### src/sv/bll_pkg.sv
// Package of the LCA engine: sizes, command kinds, datapath operations, status struct.
`default_nettype none

package bll_pkg;

  localparam int MAX_NODES = 65536;
  localparam int LEVELS    = 16;

  localparam int FIELD_W = 16;
  localparam int DEPTH_W = 16;
  localparam int NODE_W  = (MAX_NODES > 1) ? $clog2(MAX_NODES) : 1;
  localparam int LEVEL_W = (LEVELS > 1) ? $clog2(LEVELS) : 1;
  localparam int ADDR_W  = NODE_W + LEVEL_W;
  localparam int CMP_W   = ((DEPTH_W > LEVELS) ? DEPTH_W : LEVELS) + 1;

  typedef enum logic {
    KIND_LOAD  = 1'b0,
    KIND_QUERY = 1'b1
  } kind_e;

  typedef enum logic [3:0] {
    OP_NONE,
    OP_ACC_LD,
    OP_ACC_Q,
    OP_LD_DEPTH,
    OP_LD_READ,
    OP_LD_STEP,
    OP_Q_SWAP,
    OP_LIFT_TEST,
    OP_LIFT_A,
    OP_LIFT_DEPTH,
    OP_P2_INIT,
    OP_P2_RD,
    OP_P2_CMP,
    OP_FIN_RD,
    OP_FIN,
    OP_RES_A
  } op_e;

  typedef struct packed {
    logic in_zero;   // loaded node maps to the sentinel
    logic lift;      // deeper node may climb 2^lvl levels
    logic a_eq_b;
    logic lvl_zero;
    logic lvl_last;
  } status_t;

  // Node numbers at or above MAX_NODES alias the sentinel.
  function automatic logic [NODE_W-1:0] node_map(input logic [FIELD_W-1:0] v);
    if (32'(v) >= 32'(MAX_NODES)) begin
      return '0;
    end
    return NODE_W'(v);
  endfunction

endpackage

`default_nettype wire

### src/sv/bll_ctrl.sv
// Controller of the LCA engine: sequences loads and queries over the datapath.
`default_nettype none

module bll_ctrl (
  input  wire logic             clk_i,
  input  wire logic             rst_ni,
  input  wire logic             start,
  input  wire logic             kind_i,
  input  wire bll_pkg::status_t status_i,
  output bll_pkg::op_e          op_o,
  output logic                  busy,
  output logic                  done_o
);
  import bll_pkg::*;

  localparam logic [3:0] S_IDLE   = 4'd0;
  localparam logic [3:0] S_LDDEP  = 4'd1;
  localparam logic [3:0] S_LDSTEP = 4'd2;
  localparam logic [3:0] S_LDRD   = 4'd3;
  localparam logic [3:0] S_QSWAP  = 4'd4;
  localparam logic [3:0] S_LIFT   = 4'd5;
  localparam logic [3:0] S_LIFTA  = 4'd6;
  localparam logic [3:0] S_LIFTD  = 4'd7;
  localparam logic [3:0] S_EQ     = 4'd8;
  localparam logic [3:0] S_P2RD   = 4'd9;
  localparam logic [3:0] S_P2CMP  = 4'd10;
  localparam logic [3:0] S_FINRD  = 4'd11;
  localparam logic [3:0] S_FIN    = 4'd12;

  logic [3:0] state_q, state_d;
  logic       done_q, done_d;

  always_comb begin
    state_d = state_q;
    done_d  = 1'b0;
    op_o    = OP_NONE;
    case (state_q)
      S_IDLE: begin
        if (start) begin
          if (kind_i == KIND_QUERY) begin
            op_o    = OP_ACC_Q;
            state_d = S_QSWAP;
          end else if (!status_i.in_zero) begin
            op_o    = OP_ACC_LD;
            state_d = S_LDDEP;
          end
        end
      end
      S_LDDEP: begin
        op_o    = OP_LD_DEPTH;
        state_d = (LEVELS == 1) ? S_IDLE : S_LDSTEP;
      end
      S_LDSTEP: begin
        op_o    = OP_LD_STEP;
        state_d = status_i.lvl_last ? S_IDLE : S_LDRD;
      end
      S_LDRD: begin
        op_o    = OP_LD_READ;
        state_d = S_LDSTEP;
      end
      S_QSWAP: begin
        op_o    = OP_Q_SWAP;
        state_d = S_LIFT;
      end
      S_LIFT: begin
        op_o = OP_LIFT_TEST;
        if (status_i.lift) begin
          state_d = S_LIFTA;
        end else if (status_i.lvl_zero) begin
          state_d = S_EQ;
        end
      end
      S_LIFTA: begin
        op_o    = OP_LIFT_A;
        state_d = S_LIFTD;
      end
      S_LIFTD: begin
        op_o    = OP_LIFT_DEPTH;
        state_d = status_i.lvl_zero ? S_EQ : S_LIFT;
      end
      S_EQ: begin
        if (status_i.a_eq_b) begin
          op_o    = OP_RES_A;
          done_d  = 1'b1;
          state_d = S_IDLE;
        end else begin
          op_o    = OP_P2_INIT;
          state_d = S_P2RD;
        end
      end
      S_P2RD: begin
        op_o    = OP_P2_RD;
        state_d = S_P2CMP;
      end
      S_P2CMP: begin
        op_o    = OP_P2_CMP;
        state_d = status_i.lvl_zero ? S_FINRD : S_P2RD;
      end
      S_FINRD: begin
        op_o    = OP_FIN_RD;
        state_d = S_FIN;
      end
      S_FIN: begin
        op_o    = OP_FIN;
        done_d  = 1'b1;
        state_d = S_IDLE;
      end
      default: begin
        state_d = S_IDLE;
      end
    endcase
  end

  always_ff @(posedge clk_i or negedge rst_ni) begin
    if (!rst_ni) begin
      state_q <= S_IDLE;
      done_q  <= 1'b0;
    end else begin
      state_q <= state_d;
      done_q  <= done_d;
    end
  end

  assign busy   = (state_q != S_IDLE);
  assign done_o = done_q;

endmodule

`default_nettype wire

### config.mk
export PLATFORM = sky130hd
export DESIGN_NAME = bll_ctrl
export DESIGN_NICKNAME = d
export VERILOG_FILES = /design/src/sv/bll_pkg.sv /design/src/sv/bll_ctrl.sv
export SDC_FILE = /design/constraint.sdc
export NUM_CORES = 1
export LEC_CHECK = 0
export ABC_AREA = 0
export ABC_CLOCK_PERIOD_IN_PS = 1190
export BUFFER_PORTS_ARGS = -buffer_cell sky130_fd_sc_hd__buf_2
export CORE_AREA = 2 2 39 41
export CTS_CLUSTER_SIZE = 8
export DETAILED_ROUTE_END_ITERATION = 8
export DIE_AREA = 0 0 41 43
export PLACE_DENSITY = 0.77
export SYNTH_ARGS = -nofsm -noshare
export SYNTH_HDL_FRONTEND = slang
export SYNTH_SLANG_ARGS = --single-unit
### constraint.sdc
create_clock -name clk_i -period 1.19 [get_ports clk_i]
set_input_delay 0.0595 -clock clk_i [delete_from_list [all_inputs] [get_ports clk_i]]
set_output_delay 0.0595 -clock clk_i [all_outputs]
set_load 0.005 [all_outputs]
* Word level (Yosys, flattened, before mapping)
Cells that the tools add are included.
** Cells by class
- Equality and inequality tests :: 15
- Mux-type cells :: 17
- Reduce and logical (&&, ||, !) cells :: 4
** Operators with widths (number)
- 4-bit one-hot mux with 13 select lines :: 1
- 4-bit one-hot mux with 11 select lines :: 1
- 4-bit two-way mux :: 7
- 4-bit == test, second input constant :: 5
- 4-bit by 3-bit == test with 1-bit output, second input constant :: 4
- 4-bit by 2-bit == test with 1-bit output, second input constant :: 2
- 2-bit two-way mux :: 4
- 3-bit != test, second input constant :: 2
- 4-bit by 1-bit == test with 1-bit output, second input constant :: 1
- 4-bit logical NOT :: 1
- 4-bit nonzero test :: 1
- 3-bit two-way mux :: 1
- 3-bit AND reduction :: 1
- 1-bit two-way mux :: 2
- 2-bit != test, second input constant :: 1
- 1-bit one-hot mux with 2 select lines :: 1
- 2-bit OR reduction :: 1
** Storage, ports and cells
- Register bits after elaboration :: 5
- Input bits :: 9
- Output and inout port bits :: 6
- Logic and storage cells :: 38

* Longest topological paths before layout
- Depth after elaboration :: 4
- Depth in mapped cells :: 6
- Depth with buffers taken out :: 4

* Worst setup path after synthesis
OpenSTA, ideal clock, no wires.
- Path type :: register to register
- Start :: register state_q[3]
- End :: register state_q[2]
- Library setup time :: 128 ps
- Arrival :: 1086 ps
- Data required time :: 1062 ps
- Setup slack :: -24 ps
- Cell stages (with the launch flop) :: 6
- Path buffers :: 1
- Period minus slack after synthesis :: 1214 ps
- Path through :: dfrtp_1 buf_6 nor2b_4 a22o_1 a221oi_2 o21bai_1
** On the way
- Longest elaborated chain between the ends :: 3
- Elaborated cells between the ends (all ways) :: 18
- Those cells by class :: eq/ne: 14; mux: 1; reduce/logical: 3
** Ends and longest elaborated chain
- start, declared :: line bll_ctrl.sv:30 : logic [3:0] state_q, state_d;
- start signal, assigned :: line bll_ctrl.sv:119 : state_q <= state_d;
- 4-bit by 2-bit == test with 1-bit output (tied with other cells) :: line bll_ctrl.sv:37 : case (state_q)
- 2-bit OR reduction (no line) (tied with other cells)
- 4-bit one-hot mux with 11 select lines / 3-bit AND reduction (equally long branches)
Several ways; a longest one is shown, not always the timed one.
A chain may end at the register's enable or synchronous reset.

* Worst setup path in the final report
- Start :: register state_q[1]
- End :: output op_o[0]
** On the way
- Longest elaborated chain between the ends :: 2
- Elaborated cells between the ends (all ways) :: 14
- Those cells by class :: eq/ne: 12; mux: 1; reduce/logical: 1
** Ends and longest elaborated chain
- 4-bit == test (tied with other cells) :: line bll_ctrl.sv:37
- 4-bit one-hot mux with 13 select lines * :: line bll_ctrl.sv:37
- end, declared :: line bll_ctrl.sv:10 : output bll_pkg::op_e op_o,
Every way passes the cells marked *; elsewhere a longest branch is shown, timed or not.

==> qor.csv <==
metric;value;unit
status;finished, violations left;
failing checks;setup timing;
ys flop type;dfrtp_1;
Pint;1.33;mW
largest net degree at the start of global routing;8;
CP Class;reg2out;
Max stage delay on crit path;450;ps
Critical Path RT;1130;ps
Clock power frac;0.089;
n_diodes;0;
die area;1760;um^2
clk_skew;4.92;ps
Initial Utilization;0.391;
core area;1380;um^2
port buffer count;14;
met2 WL;876;um
fraction of registers with async set or reset after synthesis;1.00;
clock slew at reported path FFs;50;ps
max cap viols;0;
worst-path maximum fanout;6;
Place WS;-193;ps
f_max;717;MHz
FP Rows;14;
clk_lat worst skew;250;ps
clock tree sinks;5;
Mapped Nets;79;
htree depth;1;
CP max-delay cell;dfrtp_2;
Final #Nets;118;
CTS tree;built;
commonest non-fill, non-tap cell in the layout;buf_4;
peak supply drop;0.00163;V
commonest cells after routing, fill and taps aside;buf_4, buf_2, nor2_1;
first-pass GRT wire length;2750;um
final hold violations;0;
leakage power;0.406;nW
DR WL/cell;13.8;um
DRT Wirelength;1710;um
sequential power share;0.155;
antenna-violating nets left;0;
Worst Path Buf+Inv;2;
Ys Warns;0;
#FFs+latches synth;5;
Rel. slew slack;0.809;
Switching Fraction;0.407;
clock period minus worst slack;1390;ps
root buf cell;clkbuf_4;
crit-path cells;nor2_2, buf_4, a21oi_2, o221a_1, buf_2;
Max clock buf depth;2;
Mapped Area;541;um^2
Mapped Cells;70;
met3 WL;105;um
Startpoint Class;flop;
family with the most delay on the worst path;flip-flops;
area leader, netlist;dfrtp_1;
top sig layer;met3;
Setup crit end kind;output pin;
post-synth top area share;0.231;
register area share after synthesis;0.231;
area grow syn2layout;61.6;%
IO Count;15;
TritonRoute pass-1 iters;4;
worst hold slack;213;ps
setup ws final;-205;ps
Total GRT Usage;0.228;
RSZ-0062 raised after global routing;true;
height of the die;43;um
critical path data arrival time;1340;ps
Slew @ Worst Pin;284;ps
part of the power in combinational logic;0.756;
M1 WL;726;um
initial antenna violation count;0;
period utilization;1.17;
count of pins over their slew limit;0;
routability-driven placement congestion ratio;0.884;
GRT Residual Overflow;0;
CTS Buf Count;3;
Distinct cells, synth;30;
synth top area cells;dfrtp_1, nor2_1, buf_6, a21oi_1, o21ai_0;
half-perimeter wire length after placement;1110;um
DRT iter0 DRCs;29;
setup violators final;9;
Die Span X;41;um
HP Class;in2async;
Pwr Density;2570;nW/um^2
switching power;913;uW
detailed-route via count;664;
number of flops mapped to enable cells by yosys;0;
vias in the first global route;610;
DRC errors left;0;
syn_area_per_cell;7.72;um^2
Via density;5.35;
share of post-route cells with drive strength above 1;0.565;
cells in the mapped netlist (2+ instances only):
master and count:
buf_2 3, nand2b_1 2, nor2_1 9, dfrtp_1 5
nand2_1 6, mux2i_1 2, o21ai_1 3, nor3_1 2
buf_6 3, o21bai_1 2, inv_1 2, a21oi_1 6
nor2b_1 3, a22o_1 2, o21ai_0 5
worst reg2reg max path, cell delays in order (launching register included):
cell and delay [ps]:
dfrtp_2 430, buf_6 130, and2b_1 190, a22o_1 190
a221oi_2 220, o21bai_1 90
cell type report:
| type | instances | area, um^2 |
|---|---|---|
| Clock buffer | 4 | 26.3 |
| Fill cell | 113 | 510 |
| Inverter | 3 | 13.8 |
| Multi-Input combinational cell | 56 | 400 |
| Sequential cell | 5 | 130 |
| Tap cell | 16 | 20.0 |
| Timing Repair Buffer | 40 | 283 |
sequential cells by signal, summed over array words and instances (netlist names):
| name | count |
|---|---|
| done_o | 1 |
| state_q | 4 |
power groups by stage:
| stage | clock network (mW) | registers [mW] | logic, mW |
|---|---|---|---|
| floorplan | 0 | 0.283 | 0.829 |
| global placement | 0 | 0.359 | 1.30 |
| detailed placement | 0 | 0.370 | 1.32 |
| CTS | 0.207 | 0.347 | 1.61 |
| global route | 0.227 | 0.356 | 1.83 |
| finish | 0.200 | 0.348 | 1.69 |
logic make-up after synthesis:
group,count (synthesis),share of synthesized area
compound gates,27,0.350
flops,5,0.231
buf+inv,9,0.116
mux,2,0.0370
simple gates,27,0.266
final timing paths:
kind,from,endpoint,slack (ps),cells past startpoint
min in group clk_i,status_i[2],done_o$_DFF_PN0_,250,3
min reg2reg,state_q[0]$_DFFE_PN0P_,done_o$_DFF_PN0_,710,2
min,rst_ni,done_o$_DFF_PN0_,210,2
max,state_q[1]$_DFFE_PN0P_,op_o[0],-200,5
max in group asynchronous,rst_ni,state_q[3]$_DFFE_PN0P_,820,2
max reg2reg,state_q[1]$_DFFE_PN0P_,state_q[2]$_DFFE_PN0P_,-180,5
timing repair:
action	4_1_cts	5_1_grt
setup endpoints to repair	9	9
gates resized for setup	18	6
hold buffers	1	0
buffers inserted	5	1
gates cloned	0	0
pin swaps	7	3
endpoints found under the hold margin	5	0
stage by stage:
stage                     TNS [ps]  instance area (um^2)  std cells   util  power [mW]
after global routing         -1920                   873        124  0.631        2.41
after floorplan              -24.3                   541         70      -        1.11
after detailed placement      -712                   724        113  0.524        1.69
after CTS                    -1150                   851        123  0.615        2.16
final                        -1380                   873        124  0.631        2.24
after global placement        -540                   724        113  0.524        1.66
layer usage:
metal	vias to the layer above	track usage
met1	306	0.286
met2	29	0.372
met5	-	0
li1	329	-
met3	0	0.0628
met4	0	0.0467
No activity file was read; power rests on OpenSTA's default activity.
